$ cat config.mk
export PLATFORM = sky130hd
export DESIGN_NAME = sabs_front_flat
export DESIGN_NICKNAME = d
export VERILOG_FILES = /design/src/rtl/core/sabs_pkg.sv /design/src/rtl/core/sabs_if.sv /design/src/rtl/core/sabs_front.sv /design/src/flat_wrapper.sv
export SDC_FILE = /design/constraint.sdc
export NUM_CORES = 1
export LEC_CHECK = 0
export ABC_CLOCK_PERIOD_IN_PS = 1660
export BUFFER_PORTS_ARGS = -buffer_cell sky130_fd_sc_hd__buf_2
export CORE_ASPECT_RATIO = 1.1
export CORE_MARGIN = 3
export CORE_UTILIZATION = 34
export DETAILED_ROUTE_END_ITERATION = 8
export PLACE_DENSITY = 0.79
export SLEW_MARGIN = 10
export SYNTH_ARGS = -nofsm -noshare
export SYNTH_HDL_FRONTEND = slang
export SYNTH_SLANG_ARGS = --single-unit
$ cat constraint.sdc
create_clock -name clk_i -period 1.66 [get_ports clk_i]
set_input_delay 0.249 -clock clk_i [delete_from_list [all_inputs] [get_ports clk_i]]
set_output_delay 0.249 -clock clk_i [all_outputs]
set_load 0.005 [all_outputs]
$ cat src/rtl/core/sabs_pkg.sv
// ----------------------------------------------------------------------------
// sabs_pkg
// Shared types and constants of the suffix array binary search block.
// ----------------------------------------------------------------------------
package sabs_pkg;

  localparam int unsigned TEXT_DEPTH_DEF  = 4096;
  localparam int unsigned TABLE_DEPTH_DEF = 1024;
  localparam int unsigned QUERY_DEPTH_DEF = 64;

  localparam int unsigned KIND_W   = 2;
  localparam int unsigned TADDR_W  = 12;
  localparam int unsigned SLOT_W   = 10;
  localparam int unsigned OFFSET_W = 12;
  localparam int unsigned BYTE_W   = 8;
  localparam int unsigned STATUS_W = 2;
  localparam int unsigned INDEX_W  = 10;

  localparam int unsigned TLEN_REG_W  = 13;
  localparam int unsigned COUNT_REG_W = 11;
  localparam int unsigned CFG_IDX_W   = 8;
  localparam int unsigned CFG_DATA_W  = 16;

  localparam logic [CFG_IDX_W-1:0] CFG_TEXT_LENGTH  = 8'd0;
  localparam logic [CFG_IDX_W-1:0] CFG_SUFFIX_COUNT = 8'd1;

  localparam logic [TLEN_REG_W-1:0]  TLEN_RESET  = 13'd4096;
  localparam logic [COUNT_REG_W-1:0] COUNT_RESET = 11'd1024;

  // Wide enough for the largest supported query buffer.
  localparam int unsigned QLEN_W = 11;

  typedef enum logic [KIND_W-1:0] {
    KIND_TEXT  = 2'd0,
    KIND_TABLE = 2'd1,
    KIND_QUERY = 2'd2
  } kind_e;

  typedef enum logic [STATUS_W-1:0] {
    STATUS_FOUND     = 2'd0,
    STATUS_NOT_FOUND = 2'd1,
    STATUS_TOO_LONG  = 2'd2
  } status_e;

  typedef enum logic [2:0] {
    S_IDLE,
    S_CHECK,
    S_TREAD,
    S_CMP,
    S_CWAIT,
    S_DONE
  } back_state_e;

  typedef struct packed {
    logic [QLEN_W-1:0] qlen;
    logic              overflow;
  } cmd_t;

endpackage

$ cat src/rtl/core/sabs_if.sv
// ----------------------------------------------------------------------------
// sabs_if
// Valid/ready channels of the suffix array binary search block.
// ----------------------------------------------------------------------------
interface sabs_in_if;
  import sabs_pkg::*;
  logic                valid;
  logic                ready;
  logic [KIND_W-1:0]   kind;
  logic [TADDR_W-1:0]  text_address;
  logic [SLOT_W-1:0]   slot;
  logic [OFFSET_W-1:0] start_offset;
  logic [BYTE_W-1:0]   byte_value;
  logic                last;
  modport source (output valid, kind, text_address, slot, start_offset, byte_value, last,
                  input ready);
  modport sink (input valid, kind, text_address, slot, start_offset, byte_value, last,
                output ready);
endinterface


$ cat src/rtl/core/sabs_front.sv
// ----------------------------------------------------------------------------
// sabs_front
// Accepts load and query items, writes the stores and queues searches.
// ----------------------------------------------------------------------------
module sabs_front
  import sabs_pkg::*;
#(
  parameter int unsigned TEXT_DEPTH  = TEXT_DEPTH_DEF,
  parameter int unsigned TABLE_DEPTH = TABLE_DEPTH_DEF,
  parameter int unsigned QUERY_DEPTH = QUERY_DEPTH_DEF,
  localparam int unsigned TextAw  = $clog2(TEXT_DEPTH),
  localparam int unsigned TableAw = $clog2(TABLE_DEPTH),
  localparam int unsigned QueryAw = $clog2(QUERY_DEPTH),
  localparam int unsigned Qlw     = $clog2(QUERY_DEPTH + 1)
) (
  input  logic                clk_i,
  input  logic                rst_ni,
  sabs_in_if.sink             in_i,
  input  logic                back_busy_i,
  input  logic                fifo_empty_i,
  output logic                push_o,
  output cmd_t                cmd_o,
  output logic                text_we_o,
  output logic [TextAw-1:0]   text_waddr_o,
  output logic [BYTE_W-1:0]   text_wdata_o,
  output logic                table_we_o,
  output logic [TableAw-1:0]  table_waddr_o,
  output logic [OFFSET_W-1:0] table_wdata_o,
  output logic                query_we_o,
  output logic [QueryAw-1:0]  query_waddr_o,
  output logic [BYTE_W-1:0]   query_wdata_o
);

  logic           accept;
  logic [Qlw-1:0] qlen_q, qlen_d;
  logic           ovf_q, ovf_d;
  logic           room;

  // New items wait while a search is queued or running, so the query
  // buffer and the stores never change under the search engine.
  assign in_i.ready = fifo_empty_i && !back_busy_i;
  assign accept     = in_i.valid && in_i.ready;
  assign room       = (32'(qlen_q) < QUERY_DEPTH);

  assign text_waddr_o  = TextAw'(in_i.text_address);
  assign text_wdata_o  = in_i.byte_value;
  assign table_waddr_o = TableAw'(in_i.slot);
  assign table_wdata_o = in_i.start_offset;
  assign query_waddr_o = QueryAw'(qlen_q);
  assign query_wdata_o = in_i.byte_value;

  always_comb begin
    text_we_o  = 1'b0;
    table_we_o = 1'b0;
    query_we_o = 1'b0;
    push_o     = 1'b0;
    qlen_d     = qlen_q;
    ovf_d      = ovf_q;
    cmd_o.qlen = '0;
    cmd_o.overflow = 1'b0;
    if (accept) begin
      case (in_i.kind)
        KIND_TEXT: begin
          text_we_o = (32'(in_i.text_address) < TEXT_DEPTH);
        end
        KIND_TABLE: begin
          table_we_o = (32'(in_i.slot) < TABLE_DEPTH);
        end
        KIND_QUERY: begin
          if (room) begin
            query_we_o = 1'b1;
            qlen_d     = qlen_q + 1'b1;
          end else begin
            ovf_d = 1'b1;
          end
          if (in_i.last) begin
            push_o         = 1'b1;
            cmd_o.qlen     = QLEN_W'(qlen_d);
            cmd_o.overflow = ovf_d;
            qlen_d         = '0;
            ovf_d          = 1'b0;
          end
        end
        default: begin
        end
      endcase
    end
  end

  always_ff @(posedge clk_i or negedge rst_ni) begin
    if (!rst_ni) begin
      qlen_q <= '0;
      ovf_q  <= 1'b0;
    end else begin
      qlen_q <= qlen_d;
      ovf_q  <= ovf_d;
    end
  end

endmodule

$ cat src/flat_wrapper.sv
// flat-port wrapper written by rule: the top's interface ports become plain ports
module sabs_front_flat import sabs_pkg::*;
#(
  parameter int unsigned TEXT_DEPTH  = TEXT_DEPTH_DEF,
  parameter int unsigned TABLE_DEPTH = TABLE_DEPTH_DEF,
  parameter int unsigned QUERY_DEPTH = QUERY_DEPTH_DEF,
  localparam int unsigned TextAw  = $clog2(TEXT_DEPTH),
  localparam int unsigned TableAw = $clog2(TABLE_DEPTH),
  localparam int unsigned QueryAw = $clog2(QUERY_DEPTH),
  localparam int unsigned Qlw     = $clog2(QUERY_DEPTH + 1)
)
  (clk_i, rst_ni, back_busy_i, fifo_empty_i, push_o, cmd_o, text_we_o, text_waddr_o, text_wdata_o, table_we_o, table_waddr_o, table_wdata_o, query_we_o, query_waddr_o, query_wdata_o, in_i_valid, in_i_kind, in_i_text_address, in_i_slot, in_i_start_offset, in_i_byte_value, in_i_last, in_i_ready);
  sabs_in_if in_i_i ();
  input  logic clk_i;
  input  logic rst_ni;
  input  logic back_busy_i;
  input  logic fifo_empty_i;
  output logic push_o;
  output cmd_t cmd_o;
  output logic text_we_o;
  output logic [TextAw-1:0] text_waddr_o;
  output logic [BYTE_W-1:0] text_wdata_o;
  output logic table_we_o;
  output logic [TableAw-1:0] table_waddr_o;
  output logic [OFFSET_W-1:0] table_wdata_o;
  output logic query_we_o;
  output logic [QueryAw-1:0] query_waddr_o;
  output logic [BYTE_W-1:0] query_wdata_o;
  input wire logic [$bits(in_i_i.valid)-1:0] in_i_valid;
  input wire logic [$bits(in_i_i.kind)-1:0] in_i_kind;
  input wire logic [$bits(in_i_i.text_address)-1:0] in_i_text_address;
  input wire logic [$bits(in_i_i.slot)-1:0] in_i_slot;
  input wire logic [$bits(in_i_i.start_offset)-1:0] in_i_start_offset;
  input wire logic [$bits(in_i_i.byte_value)-1:0] in_i_byte_value;
  input wire logic [$bits(in_i_i.last)-1:0] in_i_last;
  output wire logic [$bits(in_i_i.ready)-1:0] in_i_ready;
  assign in_i_i.valid = in_i_valid;
  assign in_i_i.kind = in_i_kind;
  assign in_i_i.text_address = in_i_text_address;
  assign in_i_i.slot = in_i_slot;
  assign in_i_i.start_offset = in_i_start_offset;
  assign in_i_i.byte_value = in_i_byte_value;
  assign in_i_i.last = in_i_last;
  assign in_i_ready = in_i_i.ready;
  sabs_front #(.TEXT_DEPTH(TEXT_DEPTH), .TABLE_DEPTH(TABLE_DEPTH), .QUERY_DEPTH(QUERY_DEPTH)) u_core (.clk_i(clk_i), .rst_ni(rst_ni), .in_i(in_i_i), .back_busy_i(back_busy_i), .fifo_empty_i(fifo_empty_i), .push_o(push_o), .cmd_o(cmd_o), .text_we_o(text_we_o), .text_waddr_o(text_waddr_o), .text_wdata_o(text_wdata_o), .table_we_o(table_we_o), .table_waddr_o(table_waddr_o), .table_wdata_o(table_wdata_o), .query_we_o(query_we_o), .query_waddr_o(query_waddr_o), .query_wdata_o(query_wdata_o));
endmodule
==> results.json, run 1 <==
{
  "clock_sinks": 8,
  "grt_pass1_wl_um": 3420,
  "clkLatencyLatePin_ns": 0.26,
  "slowest_stage": "or3_4",
  "fin_crit_ns": 1.74,
  "fin_util_pct": 32.5,
  "finalSetupViolCount": 2,
  "final_cells": 146,
  "cp.required_ns": 1.41,
  "synthTopCellsByArea": "buf_4, dfrtp_1, nor2_1",
  "cp.arrival_ns": 1.49,
  "synth_top_area_share_pct": 42.1,
  "ant_nets": 0,
  "die_w_um": 59.5,
  "dpl.cell_count": 140,
  "worstSetupPathType": "flip-flop to output port",
  "grt_remaining_overflow": 0,
  "synthDistinctLibCells": 35,
  "ir_worst_vdd_v": 0.000232,
  "track_usage_pct": 11.8,
  "final_layout_size_suffix_gt1_share_pct": 46.0,
  "numCtsBuffers": 3,
  "crit_fanout": 2,
  "rsz0062_at_grt": "true",
  "viasPerCell": 5.12,
  "routabilityCongestion": 0.919,
  "dieArea_um2": 3860,
  "yosys_register_bits": 8,
  "fin_worst_skew_ns": 0.00291,
  "io_buffers": 26,
  "first_iter_violations": 62,
  "num_vias": 748,
  "clock_path_buffers": 2,
  "synth-edff-count": 0,
  "fin_crit_sh_pct": 105,
  "hold_path.class": "input pin to flip-flop",
  "synth_area_um2": 1070,
  "wire_per_inst_um": 14.9,
  "drc": 0,
  "pin_count": 123,
  "antennaDiodeCount": 0,
  "wirelength_um": 2170,
  "path_clk_slew_ns": 0.05,
  "synth_top_area_cell": "buf_4",
  "worstPathCellList": "nand4b_4, or3_4, a21oi_4, buf_2",
  "hpwl_um": 1590,
  "fin_nets": 166,
  "die_y_um": 64.8,
  "syn_area_per_cell_um2": 8.17,
  "grt_pass1_vias": 738,
  "powerDensity_nw_per_um2": 550,
  "finalPower_uw": 515,
  "ys_seq_area_share_pct": 18.7,
  "dr.pass1.iters": 4,
  "placed_area_um2": 850,
  "syn_inst": 131,
  "hold_viol": 0,
  "maxCapViolCount": 0,
  "antenna_found_initial": 0,
  "setup_ws_ns": -0.0766,
  "status": "finished with violations",
  "initial_core_util_pct": 37.2,
  "synth_flop_cell": "dfrtp_1",
  "ys_warn_count": 0,
  "ys_async_sr_fraction_pct": 100,
  "worstSetupStartpointType": "flip-flop",
  "area_growth_pct": -12.5,
  "tns_ns": -0.0827,
  "fin_area_um2": 936,
  "coreArea_um2": 2880,
  "htreeDepth": 1,
  "violations": "negative setup slack",
  "p_leak_uw": 0.000499,
  "max_stage_delay_ns": 0.40,
  "max_freq_mhz": 576,
  "grt_max_degree": 11,
  "cts_tree": "done",
  "critPathCaptureType": "output port",
  "root_buffer": "clkbuf_4",
  "core.rowCount": 20,
  "drv_slew": 0
}
-- report_power, final --
part / leakage (uW) / internal, uW / switching, uW
Clock: 0.0000138 / 82.9 / 69.4
Sequential: 0.0000924 / 209 / 17.5
Combinational: 0.000393 / 69.1 / 67.3
Total: 0.000499 / 361 / 154
-- through the flow --
step / setup WS (ns) / hold WS, ns
floorplan: 0.182 / -0.0466
global placement: 0.0405 / 0.103
detailed placement: 0.00710 / 0.102
CTS: -0.107 / 0.303
global route: -0.127 / 0.340
finish: -0.0766 / 0.318
-- what timing repair did --
action	CTS	global route
endpoints found under the setup margin	5	8
buffers inserted	2	0
pin swaps	1	0
hold buffers	1	0
endpoints found under the hold margin	8	0
gates resized for setup	6	6
-- synth_stat cells, types with 2 or more instances --
master / instances
inv_1: 5
nor3_1: 2
buf_6: 2
o221ai_1: 2
nand3_1: 3
dfrtp_1: 8
o21ai_0: 2
nand2_1: 2
buf_4: 60
xnor2_1: 3
nor2_1: 11
or4_1: 3
o211ai_1: 2
a32o_1: 2
a21oi_1: 4
-- cells in the final DEF, fill, tap and decap left out, drive strengths merged, types with 2 or more instances in the layout --
cell type,netlist,final
nor2,11,11
nand3,3,3
dfrtp,8,8
a32o,2,2
conb,1,4
or4,3,3
o21ai,2,2
nand4b,2,2
o211ai,2,2
xnor2,3,3
clkbuf,0,3
a21oi,4,4
buf,63,38
nor3,2,2
inv,5,5
o221ai,2,2
nand2,2,2
-- area by class of cell --
cell class / count / area, um2
Clock buffer: 3 / 22.5
Fill cell: 314 / 1940
Inverter: 5 / 18.8
Multi-Input combinational cell: 58 / 420
Sequential cell: 8 / 203
Tap cell: 33 / 41.3
Timing Repair Buffer: 39 / 230
-- worst paths after layout --
check / startpoint / slack (ns) / end / cells after the start
min: in_i_last / 0.32 / u_core.qlen_q[6] / 2
max in group asynchronous: rst_ni / 1.12 / u_core.qlen_q[0] / 2
min reg2reg: u_core.ovf_q / 0.54 / u_core.ovf_q / 2
max: u_core.qlen_q[6] / -0.08 / cmd_o[6] / 4
min in group asynchronous: rst_ni / 0.36 / u_core.qlen_q[6] / 2
max reg2reg: u_core.qlen_q[6] / 0.01 / u_core.qlen_q[4] / 5
-- kinds of logic after synthesis --
kind of cell,count (synthesis),synth area share [%]
AO/OA/AOI/OAI,17,11.6
AND/OR/NAND/NOR,31,17.5
buffers and inverters,68,46.4
XOR/XNOR,4,3.28
flip-flops,8,18.7
adder cells (fa/ha/maj),1,1.17
multiplexers,1,0.936
other,1,0.351
-- critical path: cells and delay by family (launching register included) --
family	cells	cell delay [ns]
and+or+nand+nor	2	0.59
DFF	1	0.38
AOI/OAI and AO/OA	1	0.13
buffers and inverters	1	0.12
-- routing by layer --
metal | GRT usage, % | wire (um) | share of wire, % | vias to the layer above
met5 | 0 | 0 | 0 | -
met4 | 9.92 | 54 | 2.5 | 0
li1 | - | - | - | 345
met1 | 13.7 | 788 | 36 | 342
met2 | 17.8 | 1060 | 49 | 50
met3 | 2.79 | 276 | 13 | 11
-- sequential cells by signal, summed over array words and instances (netlist names) --
| name | flops |
|---|---|
| u_core.qlen_q | 7 |
| u_core.ovf_q | 1 |
Power figures use the tool's default switching activity.
==> run 2: changes to the inputs <==
- ABC_AREA: default -> 1
- PLACE_DENSITY: 0.79 -> 0.91
==> results.json, run 2 <==
{
  "max_stage_delay_ns": 0.40,
  "ys_warn_count": 0,
  "synth-edff-count": 0,
  "critPathCaptureType": "output port",
  "antenna_found_initial": 0,
  "cp.required_ns": 1.41,
  "yosys_register_bits": 8,
  "r2r_setup_slack_ns": 0.51,
  "track_usage_pct": 10.6,
  "routabilityCongestion": 0.869,
  "syn_area_per_cell_um2": 7.10,
  "final_layout_size_suffix_gt1_share_pct": 37.1,
  "max_freq_mhz": 609,
  "hpwl_um": 1490,
  "rsz0062_at_grt": "true",
  "maxCapViolCount": 0,
  "syn_inst": 148,
  "synth_compound_area_share_pct": 5.95,
  "grt_pass1_vias": 724,
  "grt_max_degree": 10,
  "crit_fanout": 3,
  "largest_register_ffs": 7,
  "initial_core_util_pct": 36.8,
  "top_regs": "u_core.qlen_q: 7 flops, u_core.ovf_q: 1 flops",
  "area_growth_pct": -18.0,
  "largest_register": "u_core.qlen_q",
  "placed_area_um2": 776,
  "synth_fa_ha_area_share_pct": 1.19,
  "grt_pass1_wl_um": 3170,
  "ir_worst_vdd_v": 0.000311,
  "synth_top_area_cell": "buf_4",
  "io_buffers": 26,
  "synth_xor_area_share_pct": 0.833,
  "wirelength_um": 1990,
  "synthMuxAreaShare_pct": 0,
  "clock_path_buffers": 2,
  "setup_ws_ns": 0.0181,
  "clkLatencyLatePin_ns": 0.26,
  "dieArea_um2": 3790,
  "numCtsBuffers": 3,
  "ant_nets": 0,
  "grt_remaining_overflow": 0,
  "hold_slack_ns": 0.351,
  "crit_top_cell": "nand2_1",
  "synth_flop_cell": "dfrtp_1",
  "wire_per_inst_um": 12.7,
  "synth_common_cells": "buf_4, nand2_1, inv_1",
  "die_y_um": 64.3,
  "final_common_cell": "buf_2",
  "yosysMostFrequentCell": "buf_4",
  "worstPathCellList": "buf_6, nand2_1, inv_1, nand3_1, nand2_1, nand2_1, nor2_1, buf_2",
  "drc": 0,
  "synthDistinctLibCells": 22,
  "cp.arrival_ns": 1.39,
  "pin_count": 123,
  "coreArea_um2": 2850,
  "synth-simple-area-share_pct": 23.0,
  "synth_top_area_share_pct": 43.6,
  "ys_async_sr_fraction_pct": 100,
  "root_buffer": "clkbuf_4",
  "fin_area_um2": 862,
  "viasPerCell": 4.66,
  "first_iter_violations": 15,
  "synthTopCellsByArea": "buf_4, dfrtp_1, nand2_1",
  "finalPower_uw": 774,
  "cts_tree": "done",
  "htreeDepth": 1,
  "hold_viol": 0,
  "worstSetupStartpointType": "flip-flop",
  "path_clk_slew_ns": 0.06,
  "fin_worst_skew_ns": 0.00241,
  "drv_slew": 0,
  "slowest_stage": "dfrtp_1",
  "dr.pass1.iters": 5,
  "fin_util_pct": 30.2,
  "ys_seq_area_share_pct": 19.0,
  "num_vias": 731,
  "finalSetupViolCount": 0,
  "synth_area_um2": 1050,
  "status": "completed",
  "mostFrequentLayoutCells": "buf_2, nand2_1, inv_1",
  "core.rowCount": 20,
  "clock_sinks": 8,
  "pre_cts_ws_ns": 0.229,
  "fin_crit_ns": 1.64,
  "die_w_um": 59.0,
  "hold_path.class": "input pin to flip-flop",
  "p_leak_uw": 0.000497,
  "synth_top_family_by_area": "buffers and inverters",
  "antennaDiodeCount": 0,
  "powerDensity_nw_per_um2": 898,
  "fin_nets": 177,
  "fin_crit_sh_pct": 98.9,
  "worstSetupPathType": "flip-flop to output port"
}
==> run 2: cell types whose count changed in the layout (fill, tap and decap cells not counted), moves of 2 or more <==
cell,change
inv_1,+8
a32o_1,-2
buf_6,+2
o22ai_1,+2
or4_1,-3
o21ai_1,+3
o211ai_1,-2
nand2_2,+3
o21ai_0,+3
xnor2_1,-3
nand2_1,+19
o221ai_1,-2
buf_4,-10
nand3_1,+2
==> run 2: cell type report <==
| class | instances | area, um2 |
|---|---|---|
| Fill cell | 319 | 1990 |
| Inverter | 16 | 63.8 |
| Sequential cell | 8 | 201 |
| Tap cell | 33 | 41.3 |
| Timing Repair Buffer | 31 | 178 |
| Clock buffer | 3 | 22.5 |
| Multi-Input combinational cell | 66 | 355 |
==> run 2: worst paths after layout <==
path                                       start          endpoint  cells past startpoint
worst max-delay path            u_core.qlen_q[1]          cmd_o[6]                      8
worst min-delay path                   in_i_last  u_core.qlen_q[5]                      4
worst max register to register  u_core.qlen_q[1]  u_core.qlen_q[5]                      7
worst min register to register      u_core.ovf_q      u_core.ovf_q                      2
max in group asynchronous                 rst_ni  u_core.qlen_q[6]                      2
min in group asynchronous                 rst_ni  u_core.qlen_q[4]                      2
==> run 2: repair_timing <==
| item | 4_1_cts | 5_1_grt |
|---|---|---|
| pin swaps | 0 | 4 |
| resized for setup | 1 | 7 |
| setup endpoints to repair | 3 | 6 |
| buffers inserted | 2 | 2 |
| endpoints found under the hold margin | 8 | 0 |
| hold buffers | 1 | 0 |
==> run 2: metal layers <==
metal  part of all wire (%)  vias up  GRT usage [%]
li1                       -      341              -
met1                     34      329           10.8
met2                     49       39           16.9
met3                     11       22           3.03
met4                    6.1        0           9.63
met5                      0        -              0
==> run 2: report_power, final <==
| group | switching (uW) | internal, uW |
|---|---|---|
| registers | 57.1 | 239 |
| clock network | 76.7 | 83.5 |
| logic | 171 | 147 |
| total | 305 | 470 |
==> run 2: worst max-delay path, delay by kind of cell, from the launching register on <==
| kind | cells | cell delay (ns) |
|---|---|---|
| buf+inv | 3 | 0.33 |
| simple gates | 5 | 0.39 |
| flops | 1 | 0.40 |
==> run 2: per-stage QoR <==
stage | setup TNS (ns) | instances
after global routing | -0.166 | 157
final | 0 | 157
after global placement | 0 | 149
after CTS | 0 | 155
after detailed placement | 0 | 149
after floorplan | 0 | 151
==> run 2: cells by family (layout without fill, tap and decap cells) <==
kind of cell             after synthesis  after routing
adder cells (fa/ha/maj)                1              1
XOR/XNOR                               1              1
other                                  1              4
AO/OA/AOI/OAI                         12             12
buffers and inverters                 77             50
AND/OR/NAND/NOR                       48             48
flip-flops                             8              8
==> run 3: changes to the inputs <==
- REMOVE_ABC_BUFFERS: default -> 1
==> results.json, run 3 (same netlist as run 2, synthesis figures left out) <==
{
  "drc": 0,
  "slowest_stage": "dfrtp_2",
  "num_vias": 773,
  "worstPathCellList": "ha_4, nand3_2, nor2_2, nor2_1, nor2_1, buf_2",
  "mostFrequentLayoutCells": "buf_2, nand2_1, inv_1",
  "track_usage_pct": 24.3,
  "dr_wl_met3_um": 1290,
  "largest_register_ffs": 7,
  "powerDensity_nw_per_um2": 894,
  "max_stage_delay_ns": 0.42,
  "path_clk_slew_ns": 0.06,
  "status": "completed",
  "die_w_um": 59.0,
  "hold_slack_ns": 0.340,
  "p_leak_uw": 0.000499,
  "fin_util_pct": 31.0,
  "grt_max_degree": 10,
  "coreArea_um2": 2850,
  "clkLatencyLatePin_ns": 0.26,
  "die_y_um": 64.3,
  "htreeDepth": 1,
  "critPathCaptureType": "output port",
  "fin_nets": 176,
  "cts_tree": "done",
  "first_iter_violations": 30,
  "fin_worst_skew_ns": 0.00115,
  "met1_length_um": 988,
  "clock_path_buffers": 2,
  "fin_crit_ns": 1.60,
  "wirelength_um": 4710,
  "cp.required_ns": 1.41,
  "worstSetupStartpointType": "flip-flop",
  "top_regs": "u_core.qlen_q: 7 flops, u_core.ovf_q: 1 flops",
  "hold_viol": 0,
  "fin_crit_sh_pct": 96.6,
  "io_buffers": 26,
  "dpl.cell_count": 149,
  "crit_fanout": 3,
  "r2r.worst_path.cells": 6,
  "dieArea_um2": 3790,
  "viasPerCell": 4.96,
  "hpwl_um": 4210,
  "finalSetupViolCount": 0,
  "drv_slew": 0,
  "core.rowCount": 20,
  "clock_sinks": 8,
  "numCtsBuffers": 3,
  "dr.pass1.iters": 4,
  "antenna_found_initial": 0,
  "worstSetupPathType": "flip-flop to output port",
  "final_layout_size_suffix_gt1_share_pct": 41.5,
  "top_layer": "met4",
  "maxCapViolCount": 0,
  "cp.arrival_ns": 1.35,
  "wire_per_inst_um": 30.2,
  "grt_pass1_wl_um": 5890,
  "final_common_cell": "buf_2",
  "grt_pass1_vias": 724,
  "routabilityCongestion": 0.969,
  "hold_depth": 4,
  "area_growth_pct": -15.8,
  "hold_path.class": "input pin to flip-flop",
  "root_buffer": "clkbuf_4",
  "rsz0062_at_grt": "true",
  "ir_worst_vdd_v": 0.000356,
  "crit_top_cell": "nor2_1",
  "antennaDiodeCount": 0,
  "final_cells": 156,
  "wl_met2_um": 2220,
  "largest_register": "u_core.qlen_q",
  "max_freq_mhz": 624,
  "initial_core_util_pct": 36.8,
  "grt_remaining_overflow": 0,
  "pin_count": 123,
  "ant_nets": 0
}
-- run 3: changes by cell type in the layout (fill, tap and decap cells not counted), sizes merged --
cell,change
buf,-1
-- run 3: worst paths after layout --
kind                             startpoint                to  slack (ns)
max                        u_core.qlen_q[1]          cmd_o[7]        0.06
min                               in_i_last  u_core.qlen_q[5]        0.34
max reg2reg                u_core.qlen_q[0]  u_core.qlen_q[3]        0.50
min reg2reg                    u_core.ovf_q      u_core.ovf_q        0.53
max in group asynchronous            rst_ni  u_core.qlen_q[1]        1.10
min in group asynchronous            rst_ni  u_core.qlen_q[2]        0.36
-- run 3: power by group --
| part | total, uW | switching, uW | internal [uW] |
|---|---|---|---|
| sequential | 302 | 60.9 | 241 |
| clock | 164 | 80.3 | 83.7 |
| combinational | 325 | 184 | 141 |
| total | 791 | 325 | 466 |
-- run 3: critical path: cells and delay by family (launching register included) --
family	cells	cell delay, ns
fa+ha+maj	1	0.17
buf+inv	1	0.12
flops	1	0.42
simple gates	4	0.37
-- run 3: metrics by stage --
stage | area, um2 | power, uW | TNS [ns] | worst slack, ns
after floorplan | 604 | 442 | 0 | 0.387
after global placement | 776 | 529 | 0 | 0.267
after detailed placement | 776 | 541 | 0 | 0.249
after CTS | 825 | 733 | 0 | 0.00153
after global routing | 885 | 847 | -0.0607 | -0.0167
final | 885 | 791 | 0 | 0.0572
-- run 3: layer usage --
| metal | global-route usage (%) | up-vias |
|---|---|---|
| met1 | 14.4 | 327 |
| met3 | 29.7 | 15 |
| li1 | - | 340 |
| met4 | 10.5 | 0 |
| met2 | 40.1 | 91 |
| met5 | 7.94 | - |
-- run 3: repair_timing --
action | 4_1_cts | 5_1_grt
setup buffers | 2 | 1
hold buffers | 1 | 0
gates resized for setup | 2 | 12
pin swaps | 1 | 3
hold endpoints to repair | 8 | 0
setup endpoints to repair | 5 | 6
-- run 3: cell type report --
cell class	count	area, um2
Clock buffer	3	22.5
Fill cell	320	1970
Inverter	16	63.8
Multi-Input combinational cell	66	392
Sequential cell	8	203
Tap cell	33	41.3
Timing Repair Buffer	30	163
